`src/sv/assert_macros.svh`:
```
// assertion macros shared by the adc frame sensor monitor modules
`ifndef ASSERT_MACROS_SVH
`define ASSERT_MACROS_SVH

// same-cycle implication, sampled on clk, quiet while arst_n is low
`define AFSM_ASSERT_IMP(label, ante, cons) \
	label: assert property (@(posedge clk) disable iff (!arst_n) (ante) |-> (cons)) \
		else $error("afsm: same-cycle check failed");

// next-cycle implication, sampled on clk, quiet while arst_n is low
`define AFSM_ASSERT_NEXT(label, ante, cons) \
	label: assert property (@(posedge clk) disable iff (!arst_n) (ante) |=> (cons)) \
		else $error("afsm: next-cycle check failed");

`endif

```
`src/sv/afsm_pkg.sv`:
```
// shared types and constants of the adc frame sensor monitor
`default_nettype none

package afsm_pkg;

	// frame layout
	localparam int NUM_CH   = 6;
	localparam int SAMPLE_W = 12;
	localparam int LINES    = 4;

	// adc channel of each signal
	localparam int CH_CTRL = 0;
	localparam int CH_BL   = 1;
	localparam int CH_FL   = 2;
	localparam int CH_BR   = 3;
	localparam int CH_PWR  = 4;
	localparam int CH_FR   = 5;

	// line bit positions in the result
	localparam int BIT_FR = 0;
	localparam int BIT_FL = 1;
	localparam int BIT_BR = 2;
	localparam int BIT_BL = 3;

	// millivolt scaling, scale in 4.16 fixed point
	localparam int MV_W     = 16;
	localparam int SCALE_W  = 20;
	localparam int FRAC_W   = 16;
	localparam int MVPROD_W = SAMPLE_W + SCALE_W;

	// configuration port
	localparam int CFG_IDX_W  = 3;
	localparam int CFG_DATA_W = SCALE_W;

	typedef enum logic [CFG_IDX_W-1:0] {
		REG_WHITE_LEVEL     = 3'd0,
		REG_LINE_ENABLE     = 3'd1,
		REG_CTRL_LOW_MV     = 3'd2,
		REG_POWER_LOW_MV    = 3'd3,
		REG_CTRL_SCALE      = 3'd4,
		REG_POWER_SCALE     = 3'd5
	} afsm_reg_t;

	typedef struct packed {
		logic [SAMPLE_W-1:0] white_level;
		logic [LINES-1:0]    line_enable_mask;
		logic [MV_W-1:0]     ctrl_low_mv;
		logic [MV_W-1:0]     power_low_mv;
		logic [SCALE_W-1:0]  ctrl_scale;
		logic [SCALE_W-1:0]  power_scale;
	} afsm_cfg_t;

	localparam afsm_cfg_t CFG_RESET = '{
		white_level:      12'd1000,
		line_enable_mask: 4'd15,
		ctrl_low_mv:      16'd14920,
		power_low_mv:     16'd44760,
		ctrl_scale:       20'd301033,
		power_scale:      20'd794441
	};

	// tracked readings after reset
	localparam logic [MV_W-1:0] PREV_CTRL_MV_RESET  = 16'd16000;
	localparam logic [MV_W-1:0] PREV_POWER_MV_RESET = 16'd42000;

	// per-channel block averages
	typedef struct packed {
		logic                               valid;
		logic [NUM_CH-1:0][SAMPLE_W-1:0]    avg;
	} afsm_avg_t;

	// one result transaction
	typedef struct packed {
		logic [LINES-1:0] line_white_bits;
		logic [LINES-1:0] line_change_events;
		logic [MV_W-1:0]  ctrl_battery_mv;
		logic [MV_W-1:0]  power_battery_mv;
		logic             ctrl_battery_low;
		logic             power_battery_low;
		logic             ctrl_low_event;
		logic             power_low_event;
	} afsm_res_t;

endpackage

`default_nettype wire

```
`src/sv/afsm_accum.sv`:
```
// per-channel frame accumulators and block counter
`default_nettype none
`include "assert_macros.svh"

module afsm_accum #(
	parameter int FRAMES = 16
) (
	input  wire logic clk,
	input  wire logic arst_n,
	input  wire logic in_valid,
	output logic      in_stall,
	input  wire logic [afsm_pkg::NUM_CH-1:0][afsm_pkg::SAMPLE_W-1:0] samples,
	input  wire logic en_s2,
	output logic      blk_valid_s1,
	output logic [afsm_pkg::NUM_CH-1:0][afsm_pkg::SAMPLE_W+$clog2(FRAMES)-1:0] blk_sums_s1
);
	import afsm_pkg::*;

	localparam int SUM_W = SAMPLE_W + $clog2(FRAMES);
	localparam int CNT_W = (FRAMES > 1) ? $clog2(FRAMES) : 1;
	localparam logic [CNT_W-1:0] LAST = CNT_W'(FRAMES - 1);

	logic [NUM_CH-1:0][SUM_W-1:0] sums_q;
	logic [NUM_CH-1:0][SUM_W-1:0] sums_nxt;
	logic [CNT_W-1:0]             count_q;
	logic                         last;
	logic                         acc;

	// closing frame waits only when the block register cannot be loaded
	assign last     = (count_q == LAST);
	assign in_stall = last && blk_valid_s1 && !en_s2;
	assign acc      = in_valid && !in_stall;

	// running sums including the current frame
	always_comb begin
		for (int i = 0; i < NUM_CH; i++) begin
			sums_nxt[i] = sums_q[i] + SUM_W'(samples[i]);
		end
	end

	// accumulators and frame counter
	always_ff @(posedge clk or negedge arst_n) begin
		if (!arst_n) begin
			sums_q  <= '0;
			count_q <= '0;
		end else if (acc) begin
			if (last) begin
				sums_q  <= '0;
				count_q <= '0;
			end else begin
				sums_q  <= sums_nxt;
				count_q <= count_q + 1'b1;
			end
		end
	end

	// completed block handed to the averaging stage
	always_ff @(posedge clk or negedge arst_n) begin
		if (!arst_n) begin
			blk_valid_s1 <= 1'b0;
		end else if (acc && last) begin
			blk_valid_s1 <= 1'b1;
		end else if (en_s2) begin
			blk_valid_s1 <= 1'b0;
		end
	end

	always_ff @(posedge clk) begin
		if (acc && last) begin
			blk_sums_s1 <= sums_nxt;
		end
	end

	// a closing transaction always yields a block and restarts the count
	`AFSM_ASSERT_NEXT(a_block_closes, acc && last, blk_valid_s1 && (count_q == '0))

endmodule

`default_nettype wire

```
`src/sv/afsm_average.sv`:
```
// block average per channel by multiplication with the reciprocal of the frame count
`default_nettype none

module afsm_average #(
	parameter int FRAMES = 16
) (
	input  wire logic clk,
	input  wire logic arst_n,
	input  wire logic blk_valid_s1,
	input  wire logic [afsm_pkg::NUM_CH-1:0][afsm_pkg::SAMPLE_W+$clog2(FRAMES)-1:0] blk_sums_s1,
	input  wire logic en_s3,
	output logic      en_s2,
	output afsm_pkg::afsm_avg_t avg_s2
);
	import afsm_pkg::*;

	// round-up reciprocal, exact floor division for every sum below 2**SUM_W
	localparam int L       = $clog2(FRAMES);
	localparam int SUM_W   = SAMPLE_W + L;
	localparam int SHIFT   = SUM_W + L;
	localparam int RECIP_W = SUM_W + 1;
	localparam int PROD_W  = SUM_W + RECIP_W;
	localparam int unsigned RECIP = ((32'd1 << SHIFT) + FRAMES - 1) / FRAMES;
	localparam logic [RECIP_W-1:0] RECIP_K = RECIP_W'(RECIP);

	logic [NUM_CH-1:0][PROD_W-1:0]   prod;
	logic                            valid_s2;
	logic [NUM_CH-1:0][SAMPLE_W-1:0] avg_q_s2;

	assign en_s2 = !valid_s2 || en_s3;

	// one multiplier lane per channel
	always_comb begin
		for (int i = 0; i < NUM_CH; i++) begin
			prod[i] = PROD_W'(blk_sums_s1[i]) * PROD_W'(RECIP_K);
		end
	end

	always_ff @(posedge clk or negedge arst_n) begin
		if (!arst_n) begin
			valid_s2 <= 1'b0;
		end else if (en_s2) begin
			valid_s2 <= blk_valid_s1;
		end
	end

	always_ff @(posedge clk) begin
		if (en_s2 && blk_valid_s1) begin
			for (int i = 0; i < NUM_CH; i++) begin
				avg_q_s2[i] <= prod[i][SHIFT +: SAMPLE_W];
			end
		end
	end

	assign avg_s2.valid = valid_s2;
	assign avg_s2.avg   = avg_q_s2;

endmodule

`default_nettype wire

```
`src/sv/afsm_report.sv`:
```
// line thresholds, battery scaling, low flags, events and the result register
`default_nettype none
`include "assert_macros.svh"

module afsm_report (
	input  wire logic clk,
	input  wire logic arst_n,
	input  wire afsm_pkg::afsm_avg_t avg_s2,
	input  wire afsm_pkg::afsm_cfg_t cfg,
	output logic      en_s3,
	output logic      out_valid,
	input  wire logic out_stall,
	output afsm_pkg::afsm_res_t res
);
	import afsm_pkg::*;

	logic                 valid_s3;
	logic [LINES-1:0]     white_s3;
	logic [MVPROD_W-1:0]  cprod_s3;
	logic [MVPROD_W-1:0]  pprod_s3;
	logic [LINES-1:0]     white;
	logic                 en_out;
	logic [MV_W-1:0]      cmv;
	logic [MV_W-1:0]      pmv;
	logic                 clow;
	logic                 plow;
	logic                 out_valid_q;
	afsm_res_t            res_q;
	logic [LINES-1:0]     prev_white_q;
	logic [MV_W-1:0]      prev_ctrl_q;
	logic [MV_W-1:0]      prev_power_q;

	assign en_out = !out_valid_q || !out_stall;
	assign en_s3  = !valid_s3 || en_out;

	// white when the average sits below the threshold
	always_comb begin
		white         = '0;
		white[BIT_FR] = avg_s2.avg[CH_FR] < cfg.white_level;
		white[BIT_FL] = avg_s2.avg[CH_FL] < cfg.white_level;
		white[BIT_BR] = avg_s2.avg[CH_BR] < cfg.white_level;
		white[BIT_BL] = avg_s2.avg[CH_BL] < cfg.white_level;
	end

	// stage 3: white bits and millivolt products
	always_ff @(posedge clk or negedge arst_n) begin
		if (!arst_n) begin
			valid_s3 <= 1'b0;
		end else if (en_s3) begin
			valid_s3 <= avg_s2.valid;
		end
	end

	always_ff @(posedge clk) begin
		if (en_s3 && avg_s2.valid) begin
			white_s3 <= white;
			cprod_s3 <= MVPROD_W'(avg_s2.avg[CH_CTRL]) * MVPROD_W'(cfg.ctrl_scale);
			pprod_s3 <= MVPROD_W'(avg_s2.avg[CH_PWR]) * MVPROD_W'(cfg.power_scale);
		end
	end

	// 12 by 20 bit product shifted by 16 never exceeds 16 bits, so no clamp is needed
	assign cmv  = cprod_s3[FRAC_W +: MV_W];
	assign pmv  = pprod_s3[FRAC_W +: MV_W];
	assign clow = (cmv <= cfg.ctrl_low_mv);
	assign plow = (pmv <= cfg.power_low_mv);

	// result register and tracked readings
	always_ff @(posedge clk or negedge arst_n) begin
		if (!arst_n) begin
			out_valid_q  <= 1'b0;
			prev_white_q <= '0;
			prev_ctrl_q  <= PREV_CTRL_MV_RESET;
			prev_power_q <= PREV_POWER_MV_RESET;
		end else if (en_out) begin
			out_valid_q <= valid_s3;
			if (valid_s3) begin
				prev_white_q <= white_s3;
				prev_ctrl_q  <= cmv;
				prev_power_q <= pmv;
			end
		end
	end

	always_ff @(posedge clk) begin
		if (en_out && valid_s3) begin
			res_q.line_white_bits    <= white_s3 & cfg.line_enable_mask;
			res_q.line_change_events <= (white_s3 ^ prev_white_q) & cfg.line_enable_mask;
			res_q.ctrl_battery_mv    <= cmv;
			res_q.power_battery_mv   <= pmv;
			res_q.ctrl_battery_low   <= clow;
			res_q.power_battery_low  <= plow;
			res_q.ctrl_low_event     <= (prev_ctrl_q > cfg.ctrl_low_mv) && clow;
			res_q.power_low_event    <= (prev_power_q > cfg.power_low_mv) && plow;
		end
	end

	assign out_valid = out_valid_q;
	assign res       = res_q;

	// a crossing event is only reported together with the low flag
	`AFSM_ASSERT_IMP(a_ctrl_event_low, out_valid_q && res_q.ctrl_low_event, res_q.ctrl_battery_low)
	`AFSM_ASSERT_IMP(a_power_event_low, out_valid_q && res_q.power_low_event, res_q.power_battery_low)
	// tracked readings follow the result just loaded
	`AFSM_ASSERT_NEXT(a_prev_tracks, en_out && valid_s3,
		(prev_ctrl_q == res_q.ctrl_battery_mv) && (prev_power_q == res_q.power_battery_mv))

endmodule

`default_nettype wire

```
`src/sv/adc_frame_sensor_monitor_top.sv`:
```
// adc frame sensor monitor: configuration registers and the four-stage result path
// Throughput: one frame per clock while in_stall is low; one result per FRAMES frames.
// The closing frame's block moves in turn through the block register, reciprocal multiply,
// threshold and scale multiply and the result register, where out_valid rises.
// in_stall is raised only on a closing frame while every stage up to a stalled result is full.
// Reset (arst_n low, asynchronous): sums and frame count zero, registers at their defaults,
// tracked readings 16000 mV and 42000 mV, no line sensor white.
`default_nettype none
`include "assert_macros.svh"

module adc_frame_sensor_monitor_top #(
	parameter int FRAMES = 16
) (
	input  wire logic clk,
	input  wire logic arst_n,
	// configuration write port
	input  wire logic cfg_write,
	input  wire logic [afsm_pkg::CFG_IDX_W-1:0]  cfg_index,
	input  wire logic [afsm_pkg::CFG_DATA_W-1:0] cfg_data,
	// frame input
	input  wire logic in_valid,
	output logic      in_stall,
	input  wire logic [afsm_pkg::SAMPLE_W-1:0] ctrl_battery_raw,
	input  wire logic [afsm_pkg::SAMPLE_W-1:0] line_back_left_raw,
	input  wire logic [afsm_pkg::SAMPLE_W-1:0] line_front_left_raw,
	input  wire logic [afsm_pkg::SAMPLE_W-1:0] line_back_right_raw,
	input  wire logic [afsm_pkg::SAMPLE_W-1:0] power_battery_raw,
	input  wire logic [afsm_pkg::SAMPLE_W-1:0] line_front_right_raw,
	// result output
	output logic      out_valid,
	input  wire logic out_stall,
	output logic [afsm_pkg::LINES-1:0] line_white_bits,
	output logic [afsm_pkg::LINES-1:0] line_change_events,
	output logic [afsm_pkg::MV_W-1:0]  ctrl_battery_mv,
	output logic [afsm_pkg::MV_W-1:0]  power_battery_mv,
	output logic      ctrl_battery_low,
	output logic      power_battery_low,
	output logic      ctrl_low_event,
	output logic      power_low_event
);
	import afsm_pkg::*;

	localparam int SUM_W = SAMPLE_W + $clog2(FRAMES);

	afsm_cfg_t                       cfg_q;
	logic [NUM_CH-1:0][SAMPLE_W-1:0] samples;
	logic                            blk_valid_s1;
	logic [NUM_CH-1:0][SUM_W-1:0]    blk_sums_s1;
	logic                            en_s2;
	logic                            en_s3;
	afsm_avg_t                       avg_s2;
	afsm_res_t                       res;

	// configuration registers, unknown indexes ignored
	always_ff @(posedge clk or negedge arst_n) begin
		if (!arst_n) begin
			cfg_q <= CFG_RESET;
		end else if (cfg_write) begin
			case (cfg_index)
				REG_WHITE_LEVEL:     cfg_q.white_level      <= cfg_data[SAMPLE_W-1:0];
				REG_LINE_ENABLE:     cfg_q.line_enable_mask <= cfg_data[LINES-1:0];
				REG_CTRL_LOW_MV:     cfg_q.ctrl_low_mv      <= cfg_data[MV_W-1:0];
				REG_POWER_LOW_MV:    cfg_q.power_low_mv     <= cfg_data[MV_W-1:0];
				REG_CTRL_SCALE:      cfg_q.ctrl_scale       <= cfg_data[SCALE_W-1:0];
				REG_POWER_SCALE:     cfg_q.power_scale      <= cfg_data[SCALE_W-1:0];
				default: ;
			endcase
		end
	end

	// frame in channel order
	assign samples[CH_CTRL] = ctrl_battery_raw;
	assign samples[CH_BL]   = line_back_left_raw;
	assign samples[CH_FL]   = line_front_left_raw;
	assign samples[CH_BR]   = line_back_right_raw;
	assign samples[CH_PWR]  = power_battery_raw;
	assign samples[CH_FR]   = line_front_right_raw;

	afsm_accum #(
		.FRAMES(FRAMES)
	) u_accum (
		.clk          (clk),
		.arst_n       (arst_n),
		.in_valid     (in_valid),
		.in_stall     (in_stall),
		.samples      (samples),
		.en_s2        (en_s2),
		.blk_valid_s1 (blk_valid_s1),
		.blk_sums_s1  (blk_sums_s1)
	);

	afsm_average #(
		.FRAMES(FRAMES)
	) u_average (
		.clk          (clk),
		.arst_n       (arst_n),
		.blk_valid_s1 (blk_valid_s1),
		.blk_sums_s1  (blk_sums_s1),
		.en_s3        (en_s3),
		.en_s2        (en_s2),
		.avg_s2       (avg_s2)
	);

	afsm_report u_report (
		.clk       (clk),
		.arst_n    (arst_n),
		.avg_s2    (avg_s2),
		.cfg       (cfg_q),
		.en_s3     (en_s3),
		.out_valid (out_valid),
		.out_stall (out_stall),
		.res       (res)
	);

	// result fields
	assign line_white_bits    = res.line_white_bits;
	assign line_change_events = res.line_change_events;
	assign ctrl_battery_mv    = res.ctrl_battery_mv;
	assign power_battery_mv   = res.power_battery_mv;
	assign ctrl_battery_low   = res.ctrl_battery_low;
	assign power_battery_low  = res.power_battery_low;
	assign ctrl_low_event     = res.ctrl_low_event;
	assign power_low_event    = res.power_low_event;

	// the input only waits behind a stalled result
	`AFSM_ASSERT_IMP(a_stall_from_output, in_stall, out_valid && out_stall)

endmodule

`default_nettype wire
```
`config.mk`:
```
export PLATFORM = sky130hd
export DESIGN_NAME = adc_frame_sensor_monitor_top
export DESIGN_NICKNAME = d
export VERILOG_FILES = /design/src/sv/afsm_pkg.sv /design/src/sv/afsm_accum.sv /design/src/sv/afsm_average.sv /design/src/sv/afsm_report.sv /design/src/sv/adc_frame_sensor_monitor_top.sv
export VERILOG_INCLUDE_DIRS = /design/src /design/src/sv
export SDC_FILE = /design/constraint.sdc
export NUM_CORES = 2
export LEC_CHECK = 0
export BUFFER_PORTS_ARGS = -buffer_cell sky130_fd_sc_hd__buf_2
export CAP_MARGIN = 30
export CORE_MARGIN = 2
export CORE_UTILIZATION = 35
export DETAILED_ROUTE_END_ITERATION = 12
export PLACE_DENSITY = 0.61
export SYNTH_ARGS = -nofsm -noshare
export SYNTH_HDL_FRONTEND = slang
export SYNTH_SLANG_ARGS = --single-unit
```
`constraint.sdc`:
```
create_clock -name clk -period 5.91 [get_ports clk]
set_input_delay 0.591 -clock clk [delete_from_list [all_inputs] [get_ports clk]]
set_output_delay 0.591 -clock clk [all_outputs]
set_load 0.02 [all_outputs]
```
# --- Word level (Yosys, flattened, before mapping) ---
# Index checks and enable logic that the tools add are counted.
word_totals:
  out_inout_bits: 46
  word_cells: 100
  in_bits: 100
  reg_bits: 508
classes:
  bitwise_logic: 3
  muxes: 4
  eq_ne: 6
  n_reduce_logical: 27
  mul: 2
  n_lt_le_gt_ge: 8
  addsub: 7
ops:
  columns: ["operator", "n"]
  rows:
  - ["adder 16 x 12 -> 16 bit", 6]
  - ["two-way mux 96 bit", 1]
  - ["multiplier 12 x 20 -> 32 bit", 2]
  - ["< comparator 12 bit", 4]
  - ["greater-than comparator 16 bit", 2]
  - ["less-or-equal comparator 16 bit", 2]
  - ["AND reduction 2 bit", 7]
  - ["logical AND 1 bit", 9]
  - ["bitwise AND 4 bit", 2]
  - ["equality test 3 x 2 -> 1 bit (second input constant)", 2]
  - ["equality test 3 bit (second input constant)", 2]
  - ["zero test 1 bit", 6]
  - ["adder 4 x 1 -> 4 bit (second input constant)", 1]
  - ["equality test 4 bit (second input constant)", 1]
  - ["two-way mux 4 bit", 1]
  - ["bitwise XOR 4 bit", 1]
  - ["equality test 3 x 1 -> 1 bit (second input constant)", 1]
  - ["zero test 3 bit", 1]
  - ["logical OR 1 bit", 3]
  - ["two-way mux 1 bit", 2]
  - ["nonzero test 2 bit", 1]

# --- Depth between registers and ports, before layout ---
logic_depth:
  depth_word: 10
  ltp_mapped: 22
  ltp_nobuf: 21

# --- Cells and area by module ---
# From an unflattened synthesis, not the netlist that was laid out.
hier_totals:
  hier_cells: 3376
  hier_area_um2: 36973.0
by_module_without_submodules:
  columns: ["module", "area_per_inst_um2", "n_inst", "seq_area_each_um2", "cells_per_inst"]
  rows:
  - ["afsm_report", 21104.0, 1, 3365.7, 2249]
  - ["afsm_accum", 10232.3, 1, 5410.2, 860]
  - ["adc_frame_sensor_monitor_top", 3413.3, 1, 2259.7, 190]
  - ["afsm_average", 2223.4, 1, 2187.1, 77]

# --- Least setup slack after synthesis ---
# OpenSTA, ideal clock, no wires.
synth_path:
  path_type: "flip-flop to flip-flop"
  startpoint: "reg cfg_q[10] in the netlist's numbering"
  endpoint: "reg u_report.pprod_s3[30] (data pin)"
  synth_period_minus_slack_ns: 5.699
  t_required_ns: 5.653
  n_path_buf: 1
  t_arrival_ns: 5.442
  stages_incl_launch_ff: 21
  setup_slack_ns: 0.211
  setup_ns: 0.257
  path_cell_list: "dfstp_2 > clkbuf_1 > nand2_1 > fa_1 > fa_1 > inv_1 > fa_1 > fa_1 > inv_1 > fa_1 > inv_1 > ha_1 > a21oi_1 > nor2b_1 > a311oi_2 > a31oi_1 > a221o_2 > a41oi_4 > o21ai_2 > a21o_1 > xor2_1"
synth_via:
  elab_chain_cells: 1
synth_rtl:
  columns: ["element", "line_no", "text"]
  rows:
  - ["start: declaration", "adc_frame_sensor_monitor_top.sv:45", "afsm_cfg_t cfg_q;"]
  - ["multiplier 12 x 20 -> 32 bit", "afsm_report.sv:58", "pprod_s3 <= MVPROD_W'(avg_s2.avg[CH_PWR]) * MVPROD_W'(cfg.power_scale);"]
  - ["end signal: assignment", "afsm_report.sv:58", null]
  - ["end: declaration", "afsm_report.sv:20", "logic [MVPROD_W-1:0] pprod_s3;"]
# No other way between the ends.
# A chain may end at the register's enable or synchronous reset.

# --- Worst setup path after layout ---
layout_path:
  startpoint: "reg cfg_q[6] in the netlist's numbering"
  endpoint: "reg u_report.pprod_s3[30] (data pin)"
# Same word-level chain as after synthesis.

==> impl_metrics.py <==
metrics = {
    "run_status": {
        "status": "finished clean",
    },
    "clocking": {
        "clk_latency_ps": 620,
        "cts_hold_buf": 0,
        "clock-sinks": 452,
        "cts_buffers": 49,
        "htree_levels": 2,
        "clkTransAtPathRegs_ps": 60,
        "root_buffer": "clkbuf_16",
        "cts_tree": "done",
        "clock_path_buffers": 3,
    },
    "finish": {
        "fillers": 9626,
        "multi_input_comb_area_mm2": 0.0205,
        "diodes": 0,
        "register_area_mm2": 0.0125,
        "syn2layout_area_growth_pct": 12.9,
        "fin_nets": 4217,
        "drive_above_1_share_pct": 14.9,
        "instances_no_fill": 4779,
    },
    "power_and_ir_drop": {
        "power.switching_mw": 11.3,
        "irDropWorstVdd_v": 0.000542,
        "p_per_area_mw_per_mm2": 653,
        "swShare_pct": 43.4,
        "p_int_mw": 14.7,
        "seq_power_share_pct": 21.3,
        "p_leak_nw": 18.2,
        "combPwrFrac_pct": 66.2,
        "power_frac_clock_pct": 12.5,
    },
    "sta": {
        "fin_setup_tns_ps": 0,
        "worst_slew_pin_slew_ps": 945,
        "setup_ws_ps": 223,
        "fin_skew_ps": 31.0,
        "rsz0062_at_grt": "no",
        "fmax_mhz": 176,
        "relSlewSlack_pct": 36.9,
        "drv_slew": 0,
        "fin_hold_ws_ps": 43.8,
        "fin_crit_ps": 5690,
        "setup_viol": 0,
        "period_share_pct": 96.2,
        "hold_viol": 0,
    },
    "logic_synthesis": {
        "ys_seq_area_share_pct": 35.4,
        "syn_area_per_cell_um2": 10.8,
        "synth.most_common_cell": "inv_1",
        "synth_cell_types": 69,
        "yosysWarnings": 0,
        "yosys-top-cells-count": "inv_1, nand2_1, fa_1",
        "syn_area_mm2": 0.0353,
        "synth_flop_cell": "edfxtp_1",
        "synth_edf_count": 224,
        "ys_ff_latch": 452,
        "syn_nets": 4055,
        "synth_top_area_cell": "fa_1",
        "async_reset_ff_share_pct": 50.4,
        "synthTopCellsByArea": "fa_1, edfxtp_1, dfrtp_1, ha_1, inv_1",
        "yosysTopAreaCellShare_pct": 20.6,
        "syn_inst": 3278,
    },
    "worst_setup_path": {
        "crit_chain": "nand2_1 -> fa_1 -> inv_1 -> fa_1 -> fa_1 -> fa_1 -> inv_1 -> fa_1 -> inv_1 -> ha_1 -> a21oi_1 -> nor2b_1 -> a311oi_2 -> a31oi_2 -> a221o_2 -> a41oi_4 -> o21ai_2 -> a21o_1 -> xor2_1",
        "cp.required_ps": 6260,
        "cp_max_fo": 11,
        "cp_slowest_cell": "dfstp_2",
        "cp_num_buf_inv": 3,
        "worstSetupStartpointType": "flop",
        "worst_path_largest_cell_delay_ps": 640,
        "endpoint_kind": "flop",
        "crit_top_cell": "fa_1",
        "path_class": "flop to flop",
        "critPathTopFamily": "adder cells",
        "arrival_ps": 6040,
    },
    "grt": {
        "use_met3_pct": 3.34,
        "antenna_found_initial": 9,
        "grt_pass1_wl_um": 133000,
        "grt_use_met1_pct": 22.6,
        "top_usage_layer": "met2",
        "grt_use_total_pct": 16.2,
        "use_met2_pct": 25.8,
        "grt_max_degree": 123,
        "grt_pass1_vias": 24500,
        "overflow": 0,
    },
    "floorplan": {
        "rows": 116,
        "core_mm2": 0.100,
        "io_pins": 146,
        "design.die.area_mm2": 0.103,
        "die_h_um": 322,
        "die_w_um": 322,
        "initial_core_util_pct": 35.3,
    },
    "detailed_routing": {
        "route.vias.total": 23500,
        "first_pass_iters": 5,
        "drc": 0,
        "wl_um": 82400,
        "drt_iter0_markers": 1374,
        "viasPerCell": 4.92,
        "drtAntennaViolNets": 0,
        "wire_per_inst_um": 17.2,
    },
    "placement": {
        "placed_cells": 4661,
        "hpwl_um": 62400,
        "place_ws_ps": 5.91,
        "portBuffers": 145,
        "place.gp.congestion": 0.846,
    },
    "worst_hold_path": {
        "hp-class": "input pin to async pin",
    },
    "flow_run": {
        "cap_violations": 0,
    },
}
-- routing by layer --
layer	vias to the layer above	wire, um
met5	-	34
met4	6	1570
met3	91	5330
met2	573	36900
met1	11700	38500
li1	11100	-
-- timing repair --
action                     in CTS  in global routing
setup buffers                   2                 23
pin swaps                       0                  3
gates cloned                    0                  0
setup endpoints to repair       1                 13
gates resized for setup         0                 12
-- power by group through the flow --
stage / combinational, mW / clock, mW / sequential [mW]
after global placement: 16.7 / 0 / 5.58
after floorplan: 13.3 / 0 / 5.30
final: 17.2 / 3.24 / 5.54
after detailed placement: 17.0 / 0 / 5.60
after CTS: 17.1 / 3.34 / 5.55
after global routing: 19.9 / 3.47 / 5.64
-- cell families (layout without fill, tap and decap cells) --
family                   after synthesis  in the layout  synth area share (%)
flip-flops                           452            452                  35.4
multiplexers                          98             98                  3.12
AND/OR/NAND/NOR                      831            831                  11.0
adder cells (fa/ha/maj)              677            677                  31.7
XOR/XNOR                              98             98                  2.43
buffers and inverters                634            837                  6.77
AO/OA/AOI/OAI                        488            488                  9.54
-- per-stage QoR --
step                total power [mW]  instance area [um2]  util [%]
floorplan                       18.6                35300         -
global placement                22.3                37700      37.7
detailed placement              22.6                37800      37.8
CTS                             26.0                39500      39.5
global route                    29.0                39800      39.8
finish                          26.0                39800      39.8
-- state kept, by name (all words and copies together) (netlist names) --
register and count:
u_report.prev_white_q 4, u_report.valid_s3 1, u_report.prev_ctrl_q 16, u_report.cprod_s3 16
u_report.prev_power_q 16, u_accum.blk_valid_s1 1, u_accum.sums_q 96, u_accum.blk_sums_s1 72
u_average.valid_s2 1, u_report.res 44, u_accum.count_q 4, cfg_q 88
u_report.white_s3 4, u_report.pprod_s3 16, u_report.out_valid 1, u_average.avg_s2 72
-- path summary, 6_finish.rpt --
path	cells after the start	endpoint	from	slack, ps
max	19	u_report.pprod_s3[30]$_DFFE_PP_	cfg_q[6]$_DFFE_PN1P_	220
min	1	u_accum.sums_q[16]$_DFFE_PN0P_	arst_n	40
max reg2reg	19	u_report.pprod_s3[30]$_DFFE_PP_	cfg_q[6]$_DFFE_PN1P_	220
min reg2reg	0	u_average.avg_s2[19]$_DFFE_PP_	u_accum.blk_sums_s1[27]$_DFFE_PP_	410
max in group asynchronous	2	cfg_q[58]$_DFFE_PN0P_	arst_n	4580
min in group clk	3	u_report.out_valid$_DFFE_PN0P_	out_stall	240
-- cell usage in the layout, fill, tap and decap left out, types with 17 or more instances in the layout --
master	instances
a21o_1	68
a21oi_1	93
a22o_1	58
a31oi_1	17
and2_1	152
buf_2	144
buf_4	83
clkbuf_16	49
dfrtp_1	169
dfstp_2	51
edfxtp_1	224
fa_1	364
ha_1	311
inv_1	506
mux2_2	96
nand2_1	447
nand2b_1	18
nand3_1	20
nand4_1	22
nor2_1	76
nor2b_1	32
nor3_1	21
o21a_1	28
o21ai_0	94
xnor2_1	74
xor2_1	24
-- area by class of cell --
| class | instances | area share (%) |
|---|---|---|
| clock buffer | 63 | 3.34 |
| clock inverter | 29 | 0.933 |
| inverter | 506 | 4.77 |
| multi-input combinational | 2192 | 51.5 |
| sequential | 452 | 31.4 |
| tap | 1298 | 4.08 |
| timing repair buffer | 239 | 3.96 |
Power figures use the tool's default switching activity.
